<file path="config.mk">
export PLATFORM = sky130hd
export DESIGN_NAME = false_color_palette_mapper
export DESIGN_NICKNAME = d
export VERILOG_FILES = /design/src/design/fcpm_pkg.sv /design/src/design/fcpm_segment.sv /design/src/design/fcpm_palette.sv /design/src/design/false_color_palette_mapper.sv
export SDC_FILE = /design/constraint.sdc
export NUM_CORES = 1
export LEC_CHECK = 0
export ABC_AREA = 0
export BUFFER_PORTS_ARGS = -buffer_cell sky130_fd_sc_hd__buf_2
export CAP_MARGIN = 20
export CORE_MARGIN = 5
export CORE_UTILIZATION = 50
export CTS_BUF_LIST = sky130_fd_sc_hd__clkbuf_8
export CTS_CLUSTER_SIZE = 30
export DETAILED_ROUTE_END_ITERATION = 12
export PLACE_DENSITY = 0.7
export SLEW_MARGIN = 20
export SYNTH_ARGS = -nofsm -noshare
export SYNTH_HDL_FRONTEND = slang
export SYNTH_HIERARCHICAL = 1
export SYNTH_SLANG_ARGS = --single-unit
export TNS_END_PERCENT = 20
</file>
<file path="constraint.sdc">
create_clock -name clock -period 10.1 [get_ports clock]
set_clock_uncertainty 0.1 [all_clocks]
set_input_delay 1.01 -clock clock [delete_from_list [all_inputs] [get_ports clock]]
set_output_delay 1.01 -clock clock [all_outputs]
set_load 0.05 [all_outputs]
</file>
<file path="src/design/fcpm_pkg.sv">
// ----------------------------------------------------------------------------
// fcpm_pkg
// types and constants of the false colour palette mapper
// ----------------------------------------------------------------------------
package fcpm_pkg;

   localparam int CH_W       = 8;
   localparam int SEG_W      = 3;
   localparam int CSR_ADDR_W = 3;
   localparam int CSR_DATA_W = 32;
   localparam int SEL_W      = 3;

   // register index taken from csr_paddr[2]
   localparam logic REG_PALETTE_SELECT = 1'b0;

   typedef enum logic [SEL_W-1:0] {
      PAL_LINEAR  = 3'd0,
      PAL_TERRAIN = 3'd1,
      PAL_EARTH   = 3'd2,
      PAL_HSV     = 3'd3,
      PAL_RGB     = 3'd4
   } palette_type;

   localparam logic [SEG_W-1:0] SEG_0 = 3'd0;
   localparam logic [SEG_W-1:0] SEG_1 = 3'd1;
   localparam logic [SEG_W-1:0] SEG_2 = 3'd2;
   localparam logic [SEG_W-1:0] SEG_3 = 3'd3;
   localparam logic [SEG_W-1:0] SEG_4 = 3'd4;
   localparam logic [SEG_W-1:0] SEG_5 = 3'd5;

   // x/10 as (x*205)>>11, exact for x below 1029
   localparam int DIV10_MUL   = 205;
   localparam int DIV10_SHIFT = 11;

   typedef struct packed {
      logic [CH_W-1:0] red;
      logic [CH_W-1:0] green;
      logic [CH_W-1:0] blue;
   } rgb_type;

endpackage

</file>
<file path="src/design/fcpm_segment.sv">
// ----------------------------------------------------------------------------
// fcpm_segment
// saturates the position and splits it into sixth segment and offset
// ----------------------------------------------------------------------------
module fcpm_segment #(
   parameter int POS_FRAC_BITS = 12
) (
   input  logic [POS_FRAC_BITS:0]        position,
   output logic [POS_FRAC_BITS:0]        pos_sat,
   output logic [fcpm_pkg::SEG_W-1:0]    seg,
   output logic [POS_FRAC_BITS:0]        offset
);
   import fcpm_pkg::*;

   localparam int F  = POS_FRAC_BITS;
   localparam int UW = F + 1;
   localparam int QW = F + 3;
   localparam logic [UW-1:0] SCALE = UW'(1) << F;

   logic [QW-1:0]    q;
   logic [QW-1:0]    q_m1;
   logic [SEG_W-1:0] seg_raw;
   logic [QW-1:0]    base;

   always_comb begin
      pos_sat = (position > SCALE) ? SCALE : position;
      q       = (QW'(pos_sat) << 2) + (QW'(pos_sat) << 1);
      q_m1    = q - QW'(1);
      seg_raw = (q == '0) ? SEG_0 : q_m1[QW-1:F];
      seg     = (seg_raw > SEG_5) ? SEG_5 : seg_raw;
      base    = QW'(seg) << F;
      offset  = UW'(q - base);
   end

endmodule

</file>
<file path="src/design/fcpm_palette.sv">
// ----------------------------------------------------------------------------
// fcpm_palette
// piecewise-linear channel formulas of the five palettes
// ----------------------------------------------------------------------------
module fcpm_palette #(
   parameter int POS_FRAC_BITS = 12
) (
   input  logic [fcpm_pkg::SEL_W-1:0] palette_sel,
   input  logic [POS_FRAC_BITS:0]     pos_sat,
   input  logic [fcpm_pkg::SEG_W-1:0] seg,
   input  logic [POS_FRAC_BITS:0]     offset,
   output fcpm_pkg::rgb_type          colour
);
   import fcpm_pkg::*;

   localparam int F  = POS_FRAC_BITS;
   localparam int UW = F + 1;
   localparam int WW = F + 11;
   localparam int DW = 16;

   // floor(k*u/S)
   function automatic logic [CH_W-1:0] mul_dn(input logic [7:0] k, input logic [UW-1:0] u);
      logic [WW-1:0] prod;
      prod = WW'(k) * WW'(u);
      return CH_W'(prod >> F);
   endfunction

   // ceil(k*u/S)
   function automatic logic [CH_W-1:0] mul_up(input logic [7:0] k, input logic [UW-1:0] u);
      logic [WW-1:0] prod;
      prod = WW'(k) * WW'(u) + ((WW'(1) << F) - WW'(1));
      return CH_W'(prod >> F);
   endfunction

   // floor((base*S + k*u) / 2^(F+sh))
   function automatic logic [CH_W-1:0] affine(input logic [9:0] base, input logic [7:0] k,
                                              input logic [UW-1:0] u, input logic [1:0] sh);
      logic [WW-1:0] acc;
      acc = (WW'(base) << F) + WW'(k) * WW'(u);
      return CH_W'(acc >> (F + int'(sh)));
   endfunction

   logic [CH_W-1:0] r;
   logic [CH_W-1:0] g;
   logic [CH_W-1:0] b;
   logic [CH_W-1:0] terr_b0_raw;
   logic [DW-1:0]   terr_b0_prod;
   logic            upper;

   always_comb begin
      r            = '0;
      g            = '0;
      b            = '0;
      upper        = (seg == SEG_5);
      terr_b0_raw  = mul_dn(8'd112, offset);
      terr_b0_prod = DW'(terr_b0_raw) * DW'(DIV10_MUL);
      case (palette_type'(palette_sel))
         PAL_LINEAR: begin
            r = 8'd20 + mul_dn(8'd235, pos_sat);
            g = r;
            b = r;
         end
         PAL_TERRAIN, PAL_EARTH: begin
            case (seg)
               SEG_0: begin
                  if (palette_type'(palette_sel) == PAL_TERRAIN) begin
                     r = mul_dn(8'd184, offset);
                     g = mul_dn(8'd134, offset);
                     b = CH_W'(terr_b0_prod >> DIV10_SHIFT);
                  end else begin
                     b = mul_dn(8'd255, offset);
                  end
               end
               SEG_1: begin
                  g = (palette_type'(palette_sel) == PAL_TERRAIN) ?
                      mul_dn(8'd150, offset) : mul_dn(8'd250, offset);
               end
               SEG_2: begin
                  g = (palette_type'(palette_sel) == PAL_TERRAIN) ? 8'd150 : 8'd250;
               end
               SEG_3: begin
                  if (palette_type'(palette_sel) == PAL_TERRAIN) begin
                     r = 8'd34 + mul_dn(8'd75, offset);
                     g = 8'd150;
                     b = affine(10'd68, 8'd153, offset, 2'd1);
                  end else begin
                     r = mul_dn(8'd250, offset);
                     g = 8'd250;
                  end
               end
               default: begin
                  // shared bright tail
                  r = affine(upper ? 10'd750 : 10'd500, 8'd250, offset, 2'd2);
                  g = r;
                  b = affine(upper ? 10'd765 : 10'd500, 8'd255, offset, 2'd2);
               end
            endcase
         end
         PAL_HSV: begin
            case (seg)
               SEG_0: begin
                  r = 8'd100;
                  b = mul_dn(8'd200, offset);
               end
               SEG_1: begin
                  r = 8'd100 - mul_up(8'd100, offset);
                  b = 8'd200;
               end
               SEG_2: begin
                  g = mul_dn(8'd255, offset);
                  b = 8'd200;
               end
               SEG_3: begin
                  g = 8'd255;
                  b = 8'd200 - mul_up(8'd200, offset);
               end
               SEG_4: begin
                  r = mul_dn(8'd100, offset);
                  g = 8'd255;
               end
               default: begin
                  r = 8'd100;
                  g = 8'd255 - mul_up(8'd255, offset);
               end
            endcase
         end
         default: begin
            // rgb palette, also taken by the unused codes
            case (seg)
               SEG_0: begin
                  b = mul_dn(8'd255, offset);
               end
               SEG_1: begin
                  g = mul_dn(8'd250, offset);
                  b = 8'd255;
               end
               SEG_2: begin
                  g = 8'd250;
                  b = 8'd255 - mul_up(8'd255, offset);
               end
               SEG_3: begin
                  r = mul_dn(8'd250, offset);
                  g = 8'd250;
               end
               SEG_4: begin
                  r = 8'd250;
                  g = 8'd250 - mul_up(8'd250, offset);
               end
               default: begin
                  r = 8'd250 - mul_up(8'd250, offset);
               end
            endcase
         end
      endcase
      colour.red   = r;
      colour.green = g;
      colour.blue  = b;
   end

endmodule

</file>
<file path="src/design/false_color_palette_mapper.sv">
// ----------------------------------------------------------------------------
// false_color_palette_mapper
// maps a normalised position to an rgb colour through a selectable palette
// ----------------------------------------------------------------------------
// rsp_valid rises once the colour of an accepted req beat sits in the colour register
// throughput: 1 beat per cycle while rsp_stall is low, set by the two-register pipeline
// (position register, then colour register) that advances whenever it can
// reset: synchronous, clears both pipeline stages and sets the linear palette
module false_color_palette_mapper #(
   parameter int POS_FRAC_BITS = 12
) (
   input  logic                             clock,
   input  logic                             reset,
   // request channel
   input  logic                             req_valid,
   output logic                             req_stall,
   input  logic [POS_FRAC_BITS:0]           req_position,
   // response channel
   output logic                             rsp_valid,
   input  logic                             rsp_stall,
   output logic [fcpm_pkg::CH_W-1:0]        rsp_red,
   output logic [fcpm_pkg::CH_W-1:0]        rsp_green,
   output logic [fcpm_pkg::CH_W-1:0]        rsp_blue,
   // register port
   input  logic                             csr_psel,
   input  logic                             csr_penable,
   input  logic                             csr_pwrite,
   input  logic [fcpm_pkg::CSR_ADDR_W-1:0]  csr_paddr,
   input  logic [fcpm_pkg::CSR_DATA_W-1:0]  csr_pwdata,
   output logic [fcpm_pkg::CSR_DATA_W-1:0]  csr_prdata,
   output logic                             csr_pready
);
   import fcpm_pkg::*;

   localparam int UW = POS_FRAC_BITS + 1;

   // palette select register
   logic [SEL_W-1:0] palette_sel_ff;
   logic [SEL_W-1:0] palette_sel_in;
   logic             csr_wr;
   logic             csr_hit;

   // stage 1: registered position
   logic             s1_valid_ff;
   logic             s1_valid_in;
   logic [UW-1:0]    s1_pos_ff;

   // stage 2: finished colour
   logic             s2_valid_ff;
   logic             s2_valid_in;
   rgb_type          s2_rgb_ff;

   logic             s1_en;
   logic             s2_en;
   logic [UW-1:0]    seg_pos;
   logic [SEG_W-1:0] seg_idx;
   logic [UW-1:0]    seg_off;
   rgb_type          colour;

   // apb access: always ready, single register at index 0
   assign csr_pready = 1'b1;
   assign csr_hit    = (csr_paddr[2] == REG_PALETTE_SELECT);
   assign csr_wr     = csr_psel && csr_penable && csr_pwrite && csr_pready;

   always_comb begin
      palette_sel_in = palette_sel_ff;
      if (csr_wr && csr_hit) begin
         palette_sel_in = csr_pwdata[SEL_W-1:0];
      end
      csr_prdata = csr_hit ? CSR_DATA_W'(palette_sel_ff) : '0;
   end

   // pipeline moves a stage on when the one after it is empty or draining
   assign s2_en     = !s2_valid_ff || !rsp_stall;
   assign s1_en     = !s1_valid_ff || s2_en;
   assign req_stall = !s1_en;

   assign s1_valid_in = s1_en ? req_valid : s1_valid_ff;
   assign s2_valid_in = s2_en ? s1_valid_ff : s2_valid_ff;

   // segment split and palette formulas sit between the two registers
   fcpm_segment #(
      .POS_FRAC_BITS (POS_FRAC_BITS)
   ) u_segment (
      .position (s1_pos_ff),
      .pos_sat  (seg_pos),
      .seg      (seg_idx),
      .offset   (seg_off)
   );

   fcpm_palette #(
      .POS_FRAC_BITS (POS_FRAC_BITS)
   ) u_palette (
      .palette_sel (palette_sel_ff),
      .pos_sat     (seg_pos),
      .seg         (seg_idx),
      .offset      (seg_off),
      .colour      (colour)
   );

   // control state
   always_ff @(posedge clock) begin
      if (reset) begin
         palette_sel_ff <= SEL_W'(PAL_LINEAR);
         s1_valid_ff    <= 1'b0;
         s2_valid_ff    <= 1'b0;
      end else begin
         palette_sel_ff <= palette_sel_in;
         s1_valid_ff    <= s1_valid_in;
         s2_valid_ff    <= s2_valid_in;
      end
   end

   // payload, no reset needed
   always_ff @(posedge clock) begin
      if (s1_en) begin
         s1_pos_ff <= req_position;
      end
      if (s2_en) begin
         s2_rgb_ff <= colour;
      end
   end

   assign rsp_valid = s2_valid_ff;
   assign rsp_red   = s2_rgb_ff.red;
   assign rsp_green = s2_rgb_ff.green;
   assign rsp_blue  = s2_rgb_ff.blue;

endmodule

</file>
; Word-level counts from Yosys, hierarchy flattened
; Index checks and enable logic that the tools add are counted.
[op_classes]
n_reduce_logical = 18
n_mux = 25
n_bitwise = 1
multipliers = 12
eq_ne = 8
addsub = 16
magnitude_cmp = 2
[op_table]
columns = cell, count
row1 = $pmux W8 S3, 12
row2 = $add A20 B12 Y20 const B, 4
row3 = $mux W8, 6
row4 = $add A22 B21 Y22, 2
row5 = $mul A8 B13 Y21 const A, 2
row6 = $mul A7 B13 Y20 const A, 2
row7 = $mul A7 B13 Y19 const A, 2
row8 = $mul A5 B13 Y17 const A, 2
row9 = $sub A8 B8 Y8 const A, 3
row10 = $add A19 B21 Y21 const A, 1
row11 = $mul A8 B13 Y20 const A, 1
row12 = $mux W10, 2
row13 = $mul A5 B13 Y18 const A, 1
row14 = $mul A3 B13 Y16 const A, 1
row15 = $mul A8 B8 Y16 const B, 1
row16 = $add A15 B14 Y15, 1
row17 = $logic_not A15 Y1, 1
row18 = $sub A15 B1 Y15 const B, 1
row19 = $gt A13 B13 Y1 const B, 1
row20 = $mux W13, 1
row21 = $sub A13 B13 Y13, 1
row22 = $eq A3 B2 Y1 const B, 4
row23 = $reduce_or A2 Y1, 5
row24 = $mux W3, 3
row25 = other kinds (13), 22
[word_totals]
regBits = 42
out_inout_bits = 59
elab_cells = 89
inputBits = 55

; Longest topological paths before layout
[logic_depth]
depth_word = 13
ltp_mapped = 38

; Modules after synthesis
; Netlist, hierarchy kept.
[by_module_without_submodules]
columns = module, area_per_inst_um2, seq_area_each_um2, n_inst, cells_each
row1 = fcpm_palette, 17332.9, 0.0, 1, 2125
row2 = false_color_palette_mapper, 1590.3, 1211.2, 1, 95
row3 = fcpm_segment, 1107.3, 0.0, 1, 143

; Least setup slack after synthesis
; OpenSTA, ideal clock, no wires.
[synth_timing]
path_type = register -> register
startpoint = register s1_pos_ff[12]
endpoint = register s2_rgb_ff, in the netlist rsp_blue[4], data pin
arrival_time_ns = 10.184
n_path_buf = 0
path_stages_with_launch = 38
required_ns = 9.734
setup_ns = 0.266
slack_ns = -0.450
period_less_slack_ns = 10.550
path_cell_list = edfxtp_1 > nand2b_1 > inv_1 > ha_1 > inv_1 > fa_1 > o311ai_1 > and3_1 > xor2_1 > or4_1 > nor3_4 > a32o_1 > nor3_2 > inv_1 > fa_1 > inv_1 > ha_1 > inv_1 > (+2 left out) > xor2_1 > ha_1 > inv_1 > fa_1 > fa_1 > fa_1 > inv_1 > ha_1 > a21o_1 > a21oi_1 > nand2_1 > a31o_2 > a31oi_1 > nor2b_1 > o21ai_0 > o22ai_1 > a211oi_1 > o211ai_1
[synth_rtl]
columns = element, line
row1 = start: declaration, false_color_palette_mapper.sv:46  ; logic [UW-1:0] s1_pos_ff;
row2 = start signal: assignment, false_color_palette_mapper.sv:117  ; s1_pos_ff <= req_position;
row3 = end signal: assignment, false_color_palette_mapper.sv:120  ; s2_rgb_ff <= colour;
row4 = end: declaration, false_color_palette_mapper.sv:51  ; rgb_type s2_rgb_ff;

==> qor.yml <==
hold_path:
  hp-class: "reg -> reg"
  min_from: "s1_valid_ff$_SDFFE_PP0P_"
critical_path:
  arrival_ns: 9.48
  crit_end: "rsp_blue[5]$_DFFE_PP_"
  path_buf_inv: 6
  cp_slowest_cell: "or4_1"
  cp-start-kind: "flip-flop"
  crit_cells: 32
  crit_family: "adder cells"
  path_class: "reg -> reg"
  critPathCaptureType: "flip-flop"
  cp_max_fo: 9
  cp-startpoint: "s1_pos_ff[12]$_DFFE_PP_"
  rr_worst_depth: 32
  r2r_slack_ns: 0.57
  max_stage_delay_ns: 0.63
  worst_path_most_repeated_cell: "inv_1"
  regToRegEndpoint: "rsp_blue[5]$_DFFE_PP_"
  worstPathRequired_ns: 10.05
  r2r_start: "s1_pos_ff[12]$_DFFE_PP_"
synth:
  ys_warn_count: 6
  yosysTopAreaCell: "ha_1"
  synth_area_um2: 20000
  syn_inst: 2363
  avgSynthCellArea_um2: 8.48
  yosys.cell_count.top_type: "inv_1"
  async_reset_ff_share_pct: 0
  synth_area_leaders: "ha_1, fa_1, inv_1, edfxtp_1, xnor2_1"
  ys_seq_area_share_pct: 6.05
  synth_edf_count: 37
  synth_cell_types: 120
  yosys-top-cells-count: "inv_1, ha_1, fa_1, a21oi_1, nor2_1"
  synth_flop_cell: "edfxtp_1"
  ys_ff_latch: 42
  synth_top_area_share_pct: 22.8
outcome:
  outcome: "complete, no violations"
cells_and_area:
  area_growth_pct: 5.45
  post_route_cells_drive_above_1_share_pct: 8.23
  n_antenna_cell: 0
  postLayoutCellArea_um2: 21100
  nNetsFinal: 3024
floorplan:
  ios: 114
  die-area_um2: 44200
  start_util_pct: 50.5
  coreArea_um2: 39600
  dieWidth_um: 210
  die_height_um: 210
  num_rows: 73
clock_tree:
  worstSkewPairLatency_ns: 0.32
  clockRootBuffer: "clkbuf_8"
  cts_sinks: 42
  ctsLongestPathBuffers: 2
  cts_tree: "built"
  cts-htree-levels: 2
  clk_pin_slew_ns: 0.10
  cts_buffers: 5
timing:
  setup_violations: 0
  finalCritPeriodShare_pct: 94.4
  hold_viol: 0
  relSlewSlack_pct: 30.3
  finalCriticalPeriod_ns: 9.53
  fmax_mhz: 105
  worst_slack_ns: 0.567
  worst_pin_slew_ns: 1.04
  final_max_slew_viol_count: 0
grt:
  grt_usage_pct: 26.6
  grt_pass1_vias: 17900
  grt_max_degree: 56
  grt_pass1_wl_um: 95000
  antenna_found_initial: 0
  grt_overflow: 0
placement:
  dp_slack_ns: 0.223
  gp_congestion: 0.976
  dpl_cell_area_um2: 20900
  dp_hpwl_um: 50500
  portBuffers: 52
detailed_routing:
  first_pass_iters: 6
  ant_nets: 0
  drc: 0
  first_iter_violations: 1469
  wl_um: 60000
  wl_per_cell_um: 20.5
  vias: 17700
  vias_per_cell: 6.03
job:
  cap_viol_max_count: 0
-- worst reg2reg max path: cells and delay by family (launching register included) --
kind / cells / cell delay (ns)
xor+xnor: 2 / 0.44
fa+ha+maj: 7 / 3.14
flops: 1 / 0.43
buf+inv: 6 / 0.49
simple gates: 10 / 2.90
compound gates: 7 / 1.79
-- flip-flops by register name (all words and copies together), names as in the netlist --
register and count:
s1_valid_ff 1, rsp_green 8, rsp_valid 1, s1_pos_ff 13, rsp_blue 8, palette_sel_ff 3, rsp_red 8
-- through the flow --
step	hold WS, ns	utilization, %	TNS, ns	std cells
6_report	0.399	53.3	0	2931
4_1_cts	0.400	53.1	0	2929
5_1_grt	0.446	53.3	-0.0107	2931
3_5_place_dp	0.375	52.8	0	2921
3_3_place_gp	0.338	52.8	0	2921
2_1_floorplan	0.329	-	0	2391
-- worst min path at each step --
stage                             endpoint  slack (ns)  cells past startpoint
floorplan           rsp_valid$_SDFFE_PP0P_        0.33                      2
global placement    rsp_valid$_SDFFE_PP0P_        0.34                      2
detailed placement  rsp_valid$_SDFFE_PP0P_        0.37                      2
CTS                 rsp_valid$_SDFFE_PP0P_        0.40                      2
global route        rsp_valid$_SDFFE_PP0P_        0.45                      2
finish              rsp_valid$_SDFFE_PP0P_        0.40                      2
-- logic make-up after synthesis --
logic type | synth area share [%]
xor gates and xnor gates | 5.98
AOI/OAI and AO/OA | 20.2
adders and majority gates | 42.7
DFF | 6.05
muxes | 0.743
and+or+nand+nor | 14.0
other | 0.0562
buffers and inverters | 10.3
-- cell type report --
cell class / instances / area (um2)
fillers: 3767 / 18500
repair buffers: 93 / 568
well taps: 525 / 657
flip-flops and latches: 42 / 1210
multi-input cells: 1847 / 17000
clock buffers: 5 / 68.8
inverters: 416 / 1560
clock inverters: 3 / 48.8
-- layout by cell type, fill, tap and decap left out, types with 15 or more instances in the layout --
master    instances
a31oi_1          31
xnor2_1          87
xor2_1           38
nor3_1           42
ha_1            365
a221oi_1         18
and2_1           15
edfxtp_1         37
or3_1            18
buf_2            52
buf_4            41
a21oi_1         129
a211oi_1         18
and3_1           19
nand3_1          41
inv_1           413
fa_1            199
nand2b_1         32
nor2b_1          29
nand2_1         119
o21a_1           25
conb_1           31
nor2_1          124
o22ai_1          15
o21ai_0          95
o211ai_1         19
nand4_1          17
a21o_1           28
-- layer usage --
metal  track usage, %  routed length (um)  share of wire, %  vias up
met2             46.8               29200                49      585
met4             8.24                2050               3.4        0
met5                0                   0                 0        -
met3             2.38                3090               5.2      115
li1                 -                   -                 -     8309
met1             34.8               25600                43     8664
-- repair_timing --
action / CTS / global route
endpoints found under the setup margin: 0 / 10
setup buffers: 0 / 2
hold buffers: 0 / 0
resized for setup: 0 / 11
Power is left out: the tool's default activity adds up to more than one toggle a clock period on the data nets, which glitch-free logic cannot reach.
